### config.mk
export PLATFORM = sky130hd
export DESIGN_NAME = source_text_lexer_unit
export DESIGN_NICKNAME = d
export VERILOG_FILES = /design/src/stl_pkg.sv /design/src/stl_front.sv /design/src/stl_back.sv /design/src/source_text_lexer_unit.sv
export SDC_FILE = /design/constraint.sdc
export NUM_CORES = 2
export LEC_CHECK = 0
export BUFFER_PORTS_ARGS = -buffer_cell sky130_fd_sc_hd__buf_2
export CAP_MARGIN = 10
export CORE_UTILIZATION = 50
export CTS_CLUSTER_SIZE = 28
export DETAILED_ROUTE_END_ITERATION = 16
export PLACE_DENSITY_LB_ADDON = 0.12
export SLEW_MARGIN = 20
export SYNTH_ARGS = -nofsm -noshare
export SYNTH_HDL_FRONTEND = slang
export SYNTH_SLANG_ARGS = --single-unit
### constraint.sdc
create_clock -name clk -period 7.62 [get_ports clk]
set_input_delay 0 -clock clk [delete_from_list [all_inputs] [get_ports clk]]
set_output_delay 0 -clock clk [all_outputs]
set_load 0.02 [all_outputs]
### src/stl_pkg.sv
// ----------------------------------------------------------------------------
// stl_pkg: shared types and constants of the source text lexer
// Token kinds, lexer modes, token record and helper functions.
// ----------------------------------------------------------------------------
`timescale 1ns / 1ps
`default_nettype none
package stl_pkg;

	localparam int OffsetBits = 32;
	localparam int LineBits = 24;
	localparam int ColumnBits = 16;
	localparam int MaxFracDigits = 9;
	localparam int FracBits = 30;
	localparam int FracCntBits = 4;
	localparam int KindBits = 5;
	localparam int QueueDepth = 4;
	localparam int QueuePtrBits = 2;

	localparam logic [KindBits-1:0] K_EOS = 5'd0;
	localparam logic [KindBits-1:0] K_STRING = 5'd14;
	localparam logic [KindBits-1:0] K_COMMENT = 5'd15;
	localparam logic [KindBits-1:0] K_SLASH = 5'd16;
	localparam logic [KindBits-1:0] K_EOL = 5'd17;
	localparam logic [KindBits-1:0] K_SPACING = 5'd18;
	localparam logic [KindBits-1:0] K_IDENT = 5'd19;
	localparam logic [KindBits-1:0] K_NUMBER = 5'd20;
	localparam logic [KindBits-1:0] K_UNKNOWN = 5'd21;

	localparam logic [7:0] CH_NUL = 8'h00;
	localparam logic [7:0] CH_CR = 8'h0d;
	localparam logic [7:0] CH_LF = 8'h0a;
	localparam logic [7:0] CH_BSL = 8'h5c;
	localparam logic [7:0] CH_DQ = 8'h22;
	localparam logic [7:0] CH_SQ = 8'h27;
	localparam logic [7:0] CH_SLASH = 8'h2f;
	localparam logic [7:0] CH_STAR = 8'h2a;
	localparam logic [7:0] CH_DOT = 8'h2e;
	localparam logic [7:0] CH_UNDER = 8'h5f;
	localparam logic [7:0] CH_F = 8'h66;

	typedef enum logic [12:0] {
		M_IDLE     = 13'b0000000000001,
		M_DQ       = 13'b0000000000010,
		M_SQ       = 13'b0000000000100,
		M_SLASH    = 13'b0000000001000,
		M_LINE_CMT = 13'b0000000010000,
		M_BLOCK    = 13'b0000000100000,
		M_BLOCK_CR = 13'b0000001000000,
		M_BLOCK_LF = 13'b0000010000000,
		M_EOL_CR   = 13'b0000100000000,
		M_EOL_LF   = 13'b0001000000000,
		M_SPACE    = 13'b0010000000000,
		M_IDENT    = 13'b0100000000000,
		M_NUM      = 13'b1000000000000
	} mode_t;

	// classification of one byte, made in the front part
	typedef struct packed {
		logic [7:0] ch;
		logic is_nul;
		logic is_eol;
		logic is_space;
		logic is_alpha;
		logic is_digit;
		logic [KindBits-1:0] punct;
	} cls_t;

	typedef struct packed {
		logic [KindBits-1:0] kind;
		logic [OffsetBits-1:0] start;
		logic [OffsetBits-1:0] len;
		logic [LineBits-1:0] line;
		logic [ColumnBits-1:0] col;
		logic [31:0] ipart;
		logic [FracBits-1:0] fval;
		logic [FracCntBits-1:0] fcnt;
		logic last;
	} tok_t;

	function automatic logic [KindBits-1:0] punct_kind(input logic [7:0] b);
		logic [KindBits-1:0] k;
		unique case (b)
			8'h7b: k = 5'd1;
			8'h7d: k = 5'd2;
			8'h28: k = 5'd3;
			8'h29: k = 5'd4;
			8'h5b: k = 5'd5;
			8'h5d: k = 5'd6;
			8'h2c: k = 5'd7;
			8'h3a: k = 5'd8;
			8'h3b: k = 5'd9;
			8'h2e: k = 5'd10;
			8'h2b: k = 5'd11;
			8'h2d: k = 5'd12;
			8'h2a: k = 5'd13;
			default: k = K_EOS;
		endcase
		return k;
	endfunction

endpackage
`default_nettype wire

### src/stl_front.sv
// ----------------------------------------------------------------------------
// stl_front: input stage and byte classifier
// Registers accepted bytes with their character classes into a small queue.
// ----------------------------------------------------------------------------
`timescale 1ns / 1ps
`default_nettype none
module stl_front import stl_pkg::*; (
	input  wire logic clk,
	input  wire logic arst_n,
	input  wire logic push,
	output logic full,
	input  wire logic [7:0] char_byte,
	output logic cls_valid,
	output cls_t cls_data,
	input  wire logic cls_take
);

	cls_t mem_q [QueueDepth];
	logic [QueuePtrBits-1:0] wr_q, rd_q;
	logic [QueuePtrBits:0] cnt_q;
	cls_t c;
	logic do_push, do_pop;

	// classify
	always_comb begin
		c.ch = char_byte;
		c.is_nul = (char_byte == CH_NUL);
		c.is_eol = (char_byte == CH_CR) || (char_byte == CH_LF);
		c.is_space = (char_byte == 8'h20) || (char_byte == 8'h09) ||
			(char_byte == 8'h0b) || (char_byte == 8'h0c);
		c.is_alpha = (char_byte >= 8'h61 && char_byte <= 8'h7a) ||
			(char_byte >= 8'h41 && char_byte <= 8'h5a);
		c.is_digit = (char_byte >= 8'h30 && char_byte <= 8'h39);
		c.punct = punct_kind(char_byte);
	end

	assign full = (cnt_q == QueuePtrBits'(0) + (QueuePtrBits+1)'(QueueDepth));
	assign do_push = push && !full;
	assign cls_valid = (cnt_q != '0);
	assign do_pop = cls_take && cls_valid;
	assign cls_data = mem_q[rd_q];

	// queue storage
	always_ff @(posedge clk) begin
		if (do_push) mem_q[wr_q] <= c;
	end

	// pointers
	always_ff @(posedge clk or negedge arst_n) begin
		if (!arst_n) begin
			wr_q <= '0;
			rd_q <= '0;
			cnt_q <= '0;
		end else begin
			if (do_push) wr_q <= wr_q + 1'b1;
			if (do_pop) rd_q <= rd_q + 1'b1;
			cnt_q <= cnt_q + (QueuePtrBits+1)'(do_push) - (QueuePtrBits+1)'(do_pop);
		end
	end

endmodule
`default_nettype wire

### src/stl_back.sv
// ----------------------------------------------------------------------------
// stl_back: lexer state machine
// Consumes one classified byte per cycle while its result queue has at least
// two free slots, and writes up to two tokens into the result queue.
// ----------------------------------------------------------------------------
`timescale 1ns / 1ps
`default_nettype none
module stl_back import stl_pkg::*; (
	input  wire logic clk,
	input  wire logic arst_n,
	input  wire logic cls_valid,
	input  cls_t cls_data,
	output logic cls_take,
	output logic empty,
	input  wire logic pop,
	output tok_t tok_out
);

	localparam logic [LineBits-1:0] LineTop = '1;
	localparam logic [ColumnBits-1:0] ColTop = '1;

	mode_t mode_q, md;
	logic esc_q, star_q, dot_q;
	logic [OffsetBits-1:0] off_q, pst_q;
	logic [LineBits-1:0] line_q, pln_q;
	logic [ColumnBits-1:0] col_q, pcl_q;
	logic [31:0] iacc_q;
	logic [FracBits-1:0] facc_q;
	logic [FracCntBits-1:0] fcnt_q;

	// next-state variables
	logic esc_d, star_d, dot_d;
	logic [OffsetBits-1:0] off_d, pst_d;
	logic [LineBits-1:0] line_d, pln_d;
	logic [ColumnBits-1:0] col_d, pcl_d;
	logic [31:0] iacc_d;
	logic [FracBits-1:0] facc_d;
	logic [FracCntBits-1:0] fcnt_d;

	tok_t t0, t1;
	logic v0, v1;
	logic again;
	logic [KindBits-1:0] pk;
	logic [35:0] imul;
	logic [3:0] dig;
	cls_t b;

	tok_t q_q [QueueDepth];
	logic [QueuePtrBits-1:0] wr_q, rd_q;
	logic [QueuePtrBits:0] cnt_q;
	logic room, fire;

	assign b = cls_data;
	assign dig = b.ch[3:0];
	assign room = (cnt_q <= (QueuePtrBits+1)'(QueueDepth - 2));
	assign cls_take = room;
	assign fire = cls_valid && room;

	function automatic logic [KindBits-1:0] kind_of(input mode_t m);
		logic [KindBits-1:0] k;
		unique case (m)
			M_DQ, M_SQ: k = K_STRING;
			M_SLASH: k = K_SLASH;
			M_LINE_CMT, M_BLOCK, M_BLOCK_CR, M_BLOCK_LF: k = K_COMMENT;
			M_EOL_CR, M_EOL_LF: k = K_EOL;
			M_SPACE: k = K_SPACING;
			M_IDENT: k = K_IDENT;
			default: k = K_NUMBER;
		endcase
		return k;
	endfunction

	// integer accumulate: times ten plus digit, saturating
	assign imul = {4'd0, iacc_q} * 36'd10 + {32'd0, dig};

	always_comb begin
		md = mode_q;
		esc_d = esc_q; star_d = star_q; dot_d = dot_q;
		off_d = off_q; pst_d = pst_q;
		line_d = line_q; pln_d = pln_q;
		col_d = col_q; pcl_d = pcl_q;
		iacc_d = iacc_q; facc_d = facc_q; fcnt_d = fcnt_q;
		v0 = 1'b0; v1 = 1'b0; again = 1'b0;
		t0 = '0; t1 = '0;
		pk = kind_of(mode_q);

		// on NUL, flush the pending token closing at off_q, then emit end of stream
		if (b.is_nul) begin
			if (mode_q != M_IDLE) begin
				v0 = 1'b1;
				t0.kind = pk; t0.start = pst_q; t0.len = off_q - pst_q;
				t0.line = pln_q; t0.col = pcl_q;
				if (pk == K_NUMBER) begin
					t0.ipart = iacc_q; t0.fval = facc_q; t0.fcnt = fcnt_q;
				end
			end
			t1.kind = K_EOS; t1.start = off_q; t1.line = line_q; t1.col = col_q;
			v1 = 1'b1;
			md = M_IDLE; esc_d = 1'b0; star_d = 1'b0; dot_d = 1'b0;
			off_d = '0; line_d = '0; col_d = '0; pst_d = '0; pln_d = '0; pcl_d = '0;
			iacc_d = '0; facc_d = '0; fcnt_d = '0;
		end else begin
			unique case (mode_q)
				M_DQ, M_SQ: begin
					if (esc_q) esc_d = 1'b0;
					else if (b.ch == ((mode_q == M_DQ) ? CH_DQ : CH_SQ)) begin
						v0 = 1'b1; md = M_IDLE;
					end else if (b.ch == CH_BSL) esc_d = 1'b1;
					off_d = off_q + 1'b1;
					if (col_q != ColTop) col_d = col_q + 1'b1;
				end
				M_SLASH: begin
					if (b.ch == CH_SLASH) md = M_LINE_CMT;
					else if (b.ch == CH_STAR) begin
						md = M_BLOCK; star_d = 1'b0;
					end else again = 1'b1;
					if (!again) begin
						off_d = off_q + 1'b1;
						if (col_q != ColTop) col_d = col_q + 1'b1;
					end
				end
				M_LINE_CMT: begin
					if (b.is_eol) again = 1'b1;
					else begin
						off_d = off_q + 1'b1;
						if (col_q != ColTop) col_d = col_q + 1'b1;
					end
				end
				M_BLOCK, M_BLOCK_CR, M_BLOCK_LF: begin
					off_d = off_q + 1'b1;
					if (col_q != ColTop) col_d = col_q + 1'b1;
					if (star_q && b.ch == CH_SLASH) begin
						v0 = 1'b1; md = M_IDLE; star_d = 1'b0;
					end else begin
						if ((mode_q == M_BLOCK_CR && b.ch == CH_LF) ||
							(mode_q == M_BLOCK_LF && b.ch == CH_CR)) md = M_BLOCK;
						else if (b.is_eol) begin
							if (line_q != LineTop) line_d = line_q + 1'b1;
							md = (b.ch == CH_CR) ? M_BLOCK_CR : M_BLOCK_LF;
						end else md = M_BLOCK;
						star_d = (b.ch == CH_STAR);
					end
				end
				M_EOL_CR, M_EOL_LF: begin
					if ((mode_q == M_EOL_CR && b.ch == CH_LF) ||
						(mode_q == M_EOL_LF && b.ch == CH_CR)) begin
						off_d = off_q + 1'b1; v0 = 1'b1; md = M_IDLE;
					end else again = 1'b1;
				end
				M_SPACE: begin
					if (b.is_space) begin
						off_d = off_q + 1'b1;
						if (col_q != ColTop) col_d = col_q + 1'b1;
					end else again = 1'b1;
				end
				M_IDENT: begin
					if (b.is_alpha || b.is_digit || b.ch == CH_UNDER) begin
						off_d = off_q + 1'b1;
						if (col_q != ColTop) col_d = col_q + 1'b1;
					end else again = 1'b1;
				end
				M_NUM: begin
					if (b.is_digit) begin
						if (!dot_q) iacc_d = (imul[35:32] != 4'd0) ? '1 : imul[31:0];
						else if (fcnt_q < FracCntBits'(MaxFracDigits)) begin
							facc_d = FracBits'(facc_q * FracBits'(10)) + FracBits'(dig);
							fcnt_d = fcnt_q + 1'b1;
						end
						off_d = off_q + 1'b1;
						if (col_q != ColTop) col_d = col_q + 1'b1;
					end else if (b.ch == CH_DOT && !dot_q) begin
						dot_d = 1'b1;
						off_d = off_q + 1'b1;
						if (col_q != ColTop) col_d = col_q + 1'b1;
					end else if (b.ch == CH_F) begin
						off_d = off_q + 1'b1;
						if (col_q != ColTop) col_d = col_q + 1'b1;
						v0 = 1'b1; md = M_IDLE;
					end else again = 1'b1;
				end
				default: ;
			endcase

			// flushed pending token (normal close or close before restart);
			// a string span stops before its closing quote
			if (v0 || again) begin
				v0 = 1'b1;
				t0.kind = pk; t0.start = pst_q;
				t0.len = ((mode_q == M_DQ || mode_q == M_SQ) ? off_q : off_d) - pst_q;
				t0.line = pln_q; t0.col = pcl_q;
				if (pk == K_NUMBER) begin
					t0.ipart = iacc_d; t0.fval = facc_d; t0.fcnt = fcnt_d;
				end
			end

			// start a new token from this byte
			if (again || mode_q == M_IDLE) begin
				md = M_IDLE;
				pst_d = off_q; pln_d = line_q; pcl_d = col_q;
				off_d = off_q + 1'b1;
				if (col_q != ColTop) col_d = col_q + 1'b1;
				if (b.punct != K_EOS || !(b.ch == CH_DQ || b.ch == CH_SQ ||
					b.ch == CH_SLASH || b.is_eol || b.is_space || b.is_alpha ||
					b.is_digit)) begin
					v1 = 1'b1;
					t1.kind = (b.punct != K_EOS) ? b.punct : K_UNKNOWN;
					t1.start = off_q; t1.len = OffsetBits'(1);
					t1.line = line_q; t1.col = col_q;
				end else if (b.ch == CH_DQ || b.ch == CH_SQ) begin
					md = (b.ch == CH_DQ) ? M_DQ : M_SQ;
					esc_d = 1'b0; pst_d = off_q + 1'b1;
				end else if (b.ch == CH_SLASH) md = M_SLASH;
				else if (b.is_eol) begin
					md = (b.ch == CH_CR) ? M_EOL_CR : M_EOL_LF;
					if (line_q != LineTop) line_d = line_q + 1'b1;
					col_d = '0;
				end else if (b.is_space) md = M_SPACE;
				else if (b.is_alpha) md = M_IDENT;
				else begin
					md = M_NUM; iacc_d = {28'd0, dig};
					facc_d = '0; fcnt_d = '0; dot_d = 1'b0;
				end
			end
		end
		if (v1) t1.last = 1'b1;
		else t0.last = 1'b1;
	end

	// lexer state
	always_ff @(posedge clk or negedge arst_n) begin
		if (!arst_n) begin
			mode_q <= M_IDLE;
			esc_q <= 1'b0; star_q <= 1'b0; dot_q <= 1'b0;
			off_q <= '0; pst_q <= '0; line_q <= '0; pln_q <= '0;
			col_q <= '0; pcl_q <= '0; iacc_q <= '0; facc_q <= '0; fcnt_q <= '0;
		end else if (fire) begin
			mode_q <= md;
			esc_q <= esc_d; star_q <= star_d; dot_q <= dot_d;
			off_q <= off_d; pst_q <= pst_d; line_q <= line_d; pln_q <= pln_d;
			col_q <= col_d; pcl_q <= pcl_d; iacc_q <= iacc_d; facc_q <= facc_d;
			fcnt_q <= fcnt_d;
		end
	end

	// result queue: up to two tokens written per beat
	logic push0, push1, deq;
	logic [QueuePtrBits-1:0] wr1;
	assign push0 = fire && (v0 || v1);
	assign push1 = fire && v0 && v1;
	assign wr1 = wr_q + 1'b1;
	assign empty = (cnt_q == '0);
	assign deq = pop && !empty;
	assign tok_out = q_q[rd_q];

	always_ff @(posedge clk) begin
		if (push0) q_q[wr_q] <= v0 ? t0 : t1;
		if (push1) q_q[wr1] <= t1;
	end

	always_ff @(posedge clk or negedge arst_n) begin
		if (!arst_n) begin
			wr_q <= '0; rd_q <= '0; cnt_q <= '0;
		end else begin
			wr_q <= wr_q + QueuePtrBits'(push0) + QueuePtrBits'(push1);
			if (deq) rd_q <= rd_q + 1'b1;
			cnt_q <= cnt_q + (QueuePtrBits+1)'(push0) + (QueuePtrBits+1)'(push1)
				- (QueuePtrBits+1)'(deq);
		end
	end

endmodule
`default_nettype wire

### src/source_text_lexer_unit.sv
// ----------------------------------------------------------------------------
// source_text_lexer_unit: streaming source tokenizer
//   channel  | direction | handshake    | payload
//   bytes    | in        | push / full  | char_byte
//   tokens   | out       | pop / empty  | token_kind .. last_of_run
// One byte is taken per cycle while full is low; each byte gives zero to two tokens.
// The edge that takes a byte writes it to the front queue; the lexer state
// update then consumes it from there when the back has room and writes its
// tokens to the result queue, whose head drives the result ports.
// The back stalls when its four-entry token queue has under two free slots;
// sustained rate drops below one byte per cycle only when tokens are not popped.
// Asynchronous reset returns to offset, line and column zero.
// ----------------------------------------------------------------------------
`timescale 1ns / 1ps
`default_nettype none
module source_text_lexer_unit import stl_pkg::*; (
	input  wire logic clk,
	input  wire logic arst_n,
	input  wire logic push,
	output logic full,
	input  wire logic [7:0] char_byte,
	output logic empty,
	input  wire logic pop,
	output logic [4:0] token_kind,
	output logic [31:0] span_start,
	output logic [31:0] span_length,
	output logic [23:0] token_line,
	output logic [15:0] token_column,
	output logic [31:0] integer_part,
	output logic [29:0] fraction_digits_value,
	output logic [3:0] fraction_digit_count,
	output logic last_of_run
);

	logic cls_valid, cls_take;
	cls_t cls_data;
	tok_t tok;

	stl_front u_front (
		.clk, .arst_n, .push, .full, .char_byte,
		.cls_valid, .cls_data, .cls_take
	);

	stl_back u_back (
		.clk, .arst_n, .cls_valid, .cls_data, .cls_take,
		.empty, .pop, .tok_out(tok)
	);

	assign token_kind = tok.kind;
	assign span_start = tok.start;
	assign span_length = tok.len;
	assign token_line = tok.line;
	assign token_column = tok.col;
	assign integer_part = tok.ipart;
	assign fraction_digits_value = tok.fval;
	assign fraction_digit_count = tok.fcnt;
	assign last_of_run = tok.last;

endmodule
`default_nettype wire

Word-level counts from Yosys, hierarchy flattened
Memory sizes are Yosys's and may differ from the RTL's. Cells that the tools add are included.

Flip-flop bits (word level): 240. Bits in writable memories: 772. Input port bits: 12. Logic and storage cells: 345. Memories kept: 2.

Memory list: u_back.q_q (words 4, width 176, rd ports 1, clocked after Yosys merged registers in 0, wr ports 2, RTL line stl_back.sv:48) `tok_t q_q [QueueDepth];`; u_front.mem_q (words 4, width 17, rd ports 1, clocked after Yosys merged registers in 0, wr ports 1, RTL line stl_front.sv:18) `cls_t mem_q [QueueDepth];`.

Add/subtract/negate cells: 19. Multipliers: 2. $lt $le $gt $ge: 8. Equal/unequal tests: 57. Mux-type cells: 183. Reductions and logical operators: 55.

Operator list (count): two-way mux 32 bit (29); two-way mux 175 bit (3); two-way mux 30 bit (12); two-way mux 24 bit (14); two-way mux 16 bit (17); two-way mux 13 bit (19); case mux 32 bit (7 select lines) (1); two-way mux 109 bit (2); two-way mux 176 bit (1); two-way mux 66 bit (2); == test 8 x 6 -> 1 bit, second input constant (15); case mux 16 bit (6 select lines) (1); case mux 13 bit (5 select lines) (1); subtractor 32 bit (2); two-way mux 1 bit (57); == test 8 x 4 -> 1 bit, second input constant (7); == test 8 x 7 -> 1 bit, second input constant (7); case mux 4 bit (13 select lines) (1); two-way mux 4 bit (12); two-way mux 40 bit (1); two-way mux 37 bit (1); adder 36 x 4 -> 36 bit (1); multiplier 32 x 3 -> 35 bit, second input constant (1); adder 32 x 1 -> 32 bit, second input constant (1); 64 further kinds (116).

Logic depth before layout (Yosys ltp)
An unclocked memory read counts as a cell.

Depth in word-level cells: 18. Mapped depth: 26. Mapped depth without buffers: 23.

Hierarchy
A second synthesis with hierarchy kept.

Cells, all modules: 5072. Area, all modules: 53944.2 µm².

Modules (own cells, without submodules): stl_back (times used 1, cells each 4895, area an instance 50684.9 µm²); stl_front (times used 1, cells each 177, area an instance 3259.4 µm²).

Least setup slack after synthesis
No wires, ideal clock.

Path type: register to register. From: register u_front.rd_q[0]. To: memory u_back.q_q[0][0] (netlist bit), enable pin. Data arrival time: 5.909 ns. Required time: 7.187 ns. Setup slack: 1.278 ns. Stages on the path, launching flop included: 18. Clock period less this slack: 6.342 ns. Cells stage by stage: dfrtp_1 -> buf_6 -> mux4_2 -> nor4b_4 -> nand2_1 -> o41ai_1 -> o31ai_4 -> nand2_4 -> clkinv_4 -> buf_2 -> ha_1 -> nor2_1 -> inv_1 -> nor3_1 -> a31oi_4 -> buf_8 -> buf_8 -> inv_1.

RTL lines: start: declaration (RTL line stl_front.sv:19) `logic [QueuePtrBits-1:0] wr_q, rd_q;`; start signal: assignment (RTL line stl_front.sv:56) `if (do_pop) rd_q <= rd_q + 1'b1;`; end: declaration (RTL line stl_back.sv:48).

==> flow_metrics.tcl <==
set metrics [dict create \
    dr.pass1.iters 6 \
    fin_crit_sh 0.9197 \
    grt_max_degree 128 \
    hp-class "primary input to flip-flop" \
    timing.rr.start "u_front.rd_q[0]" \
    worstPathArrival_ps 7580 \
    synth-edff-count 384 \
    drt-vias-per-instance 6.446 \
    ys_types 104 \
    pin_count 190 \
    antenna_found_initial 2 \
    rr_worst_depth 22 \
    worstHoldStart "char_byte[5]" \
    root_buffer "clkbuf_16" \
    total_power_w 0.02016 \
    ys.flop_type "dfxtp_1" \
    area_growth_pct 10.17 \
    rsz0062_at_grt "false" \
    synth_area_um2 54140 \
    fin_util 0.5564 \
    max_freq_mhz 142.7 \
    synthCells 4944 \
    drive_gt1_frac 0.1444 \
    synth.top_cell.area_share 0.2130 \
    layout.nets 5170 \
    die_area_um2 109600 \
    cts_sinks 1012 \
    die_height_um 331.1 \
    synth_nets 5159 \
    fp.dieW_um 331.1 \
    whs_path_depth 2 \
    synthArstFlopShare 0.2372 \
    yosys_warnings 0 \
    finalSetupTns_ps 0 \
    synth.yosys.seq_area_share 0.4674 \
    diodes 0 \
    outcome "complete, no violations" \
    setup_viol 0 \
    grt_pass1_wl_um 246200 \
    crit_fanout 11 \
    power_leakage_nw 22.84 \
    numCtsBuffers 107 \
    ir_drop_v 0.0003011 \
    cap_violations 0 \
    routedWlPerCell_um 25.15 \
    grt_pass1_vias 39580 \
    tightest_slew_ps 1160 \
    port_buffers 189 \
    ant_nets 0 \
    syn_avg_cell_area_um2 10.95 \
    path_class "flip-flop to flip-flop" \
    grt_overflow_total 0 \
    initial_core_util 0.5050 \
    startpoint_type "flip-flop" \
    slew_headroom 0.2269 \
    wirelength_um 162300 \
    min_period_ps 7008 \
    cp.required_ps 8190 \
    synth_area_leaders "edfxtp_1 (21%), dfxtp_1 (14%), dfrtp_1 (11%), a22o_1 (9.9%), mux4_2 (7.9%)" \
    placed_area_um2 55870 \
    slew_violations 0 \
    endpoint_kind "flip-flop" \
    fin_worst_skew_ps 34.91 \
    htree_levels 3 \
    synth_top_area_cell "edfxtp_1" \
    hold_viol 0 \
    vias 41580 \
    synth_seq_cells 1012 \
    worstHoldEndpoint "u_front.mem_q[3][14]" \
    hold_slack_ps 136.8 \
    cts_buffer_depth 3 \
    drt_iter0_markers 4292 \
    cts_tree "built" \
    clk_latency_ps 710 \
    core-area_um2 107200 \
    num_rows 120 \
    dp_hpwl_um 105700 \
    fin_area_um2 59650 \
    grt.total_usage 0.2919 \
    reg2reg_to "u_back.q_q[0][138]" \
    clk_pin_slew_ps 60 \
    post-route-drc-count 0 \
    p_per_area_nw_per_um2 337.9 \
    place_congestion 0.9556 \
    rrSetupSlack_ps 610 \
]
per-layer routing:
layer,part of all wire,vias up,track usage
met2,0.47,1542,0.4623
met1,0.45,20940,0.4240
li1,-,18880,-
met3,0.063,223,0.03649
met5,0,-,0
met4,0.021,0,0.07320
worst max path at each step:
stage	startpoint	endpoint	slack, ps
6_report	u_front.rd_q[0]	u_back.q_q[0][138]	610
4_1_cts	u_front.rd_q[0]	u_back.q_q[0][138]	320
5_1_grt	u_front.rd_q[0]	u_back.q_q[2][138]	4
2_1_floorplan	u_front.rd_q[0]	u_back.q_q[0][0]	1280
3_5_place_dp	u_front.rd_q[0]	u_back.q_q[1][133]	340
3_3_place_gp	u_front.rd_q[0]	u_back.q_q[1][133]	390
flip-flops by register name, summed over array words and instances (netlist names), 16 cells and up:
register / cells
u_back.q_q: 704
u_back.iacc_q: 32
u_front.mem_q: 68
u_back.col_q: 16
u_back.pcl_q: 16
u_back.pln_q: 24
u_back.pst_q: 32
u_back.off_q: 32
u_back.line_q: 24
u_back.facc_q: 30
worst max-delay path, stage by stage, from the launching register on:
cell	delay, ps
dfrtp_2	590
mux4_2	640
nor4b_4	520
o21ai_2	220
a211oi_2	370
or3b_4	470
nor2b_1	220
and2_1	390
nand3_1	120
o21ai_0	120
ha_1	280
nor2b_1	130
o21ai_0	220
a21boi_0	250
o21ai_0	390
a31oi_1	270
o211ai_1	420
a31oi_1	210
or4_1	430
a21oi_1	170
xnor2_1	80
a22oi_1	250
o21ai_0	130
stage by stage:
| step | cells | worst slack [ps] |
|---|---|---|
| 6_report | 6451 | 612.0 |
| 3_3_place_gp | 6235 | 388.2 |
| 5_1_grt | 6451 | 4.193 |
| 2_1_floorplan | 4944 | 1278 |
| 3_5_place_dp | 6235 | 343.4 |
| 4_1_cts | 6450 | 321.8 |
Yosys cell counts (31+ instances only):
cell type  number
nor3_1         67
nand2_1       463
a31oi_1        32
a21o_1         58
a21oi_1       175
mux4_2        190
a22oi_1        35
and3_1         46
dfxtp_1       388
clkbuf_1      259
edfxtp_1      384
xnor2_1       144
nor2_1        265
inv_1         104
xor2_1         96
o21ai_0       339
nor2b_1        34
nand3_1       117
buf_1          33
ha_1          193
dfrtp_1       239
a22o_1        609
nand4_1        34
buf_6          39
o21a_1         31
o31ai_1        65
cell type report:
type                    instances  area, µm²
inverters                     107      421.7
flip-flops and latches       1012      25310
clock buffers                 145       3037
repair buffers                283       1982
multi-input cells            3444      26570
clock inverters                57      564.3
fillers                      9220      47550
well taps                    1403       1755
kinds of logic (layout without fill, tap and decap cells):
group,count (synthesis),in the layout,synth area share
multiplexers,209,209,0.08327
XOR/XNOR,240,240,0.03883
AND/OR/NAND/NOR,1217,1217,0.1064
flip-flops,1012,1012,0.4674
buffers and inverters,488,592,0.04476
adder cells (fa/ha/maj),203,203,0.04830
AO/OA/AOI/OAI,1575,1575,0.2111
placed cells by master (no fill, tap or decap), drive strengths merged, types with 120 or more instances in the layout:
cell type,count
a22o,609
buf,271
nand3,120
nor2,265
o21ai,364
mux4,192
clkbuf,145
dfrtp,239
nand2,466
ha,193
edfxtp,384
dfxtp,388
a21oi,175
xnor2,144
timing repair:
item,in CTS,in global routing
gates resized for setup,0,2
endpoints found under the setup margin,0,28
hold buffers,13,0
buffers inserted,0,0
hold endpoints to repair,208,0
report_power, final:
part,internal (W),switching [W],total (W),leakage (nW)
Combinational,0.00232,0.00518,0.00750,11.2
Clock,0.00305,0.00229,0.00534,1.78
Sequential,0.00675,0.000563,0.00731,9.83
Total,0.0121,0.00803,0.0202,22.8
(Power assumes the default switching activity.)
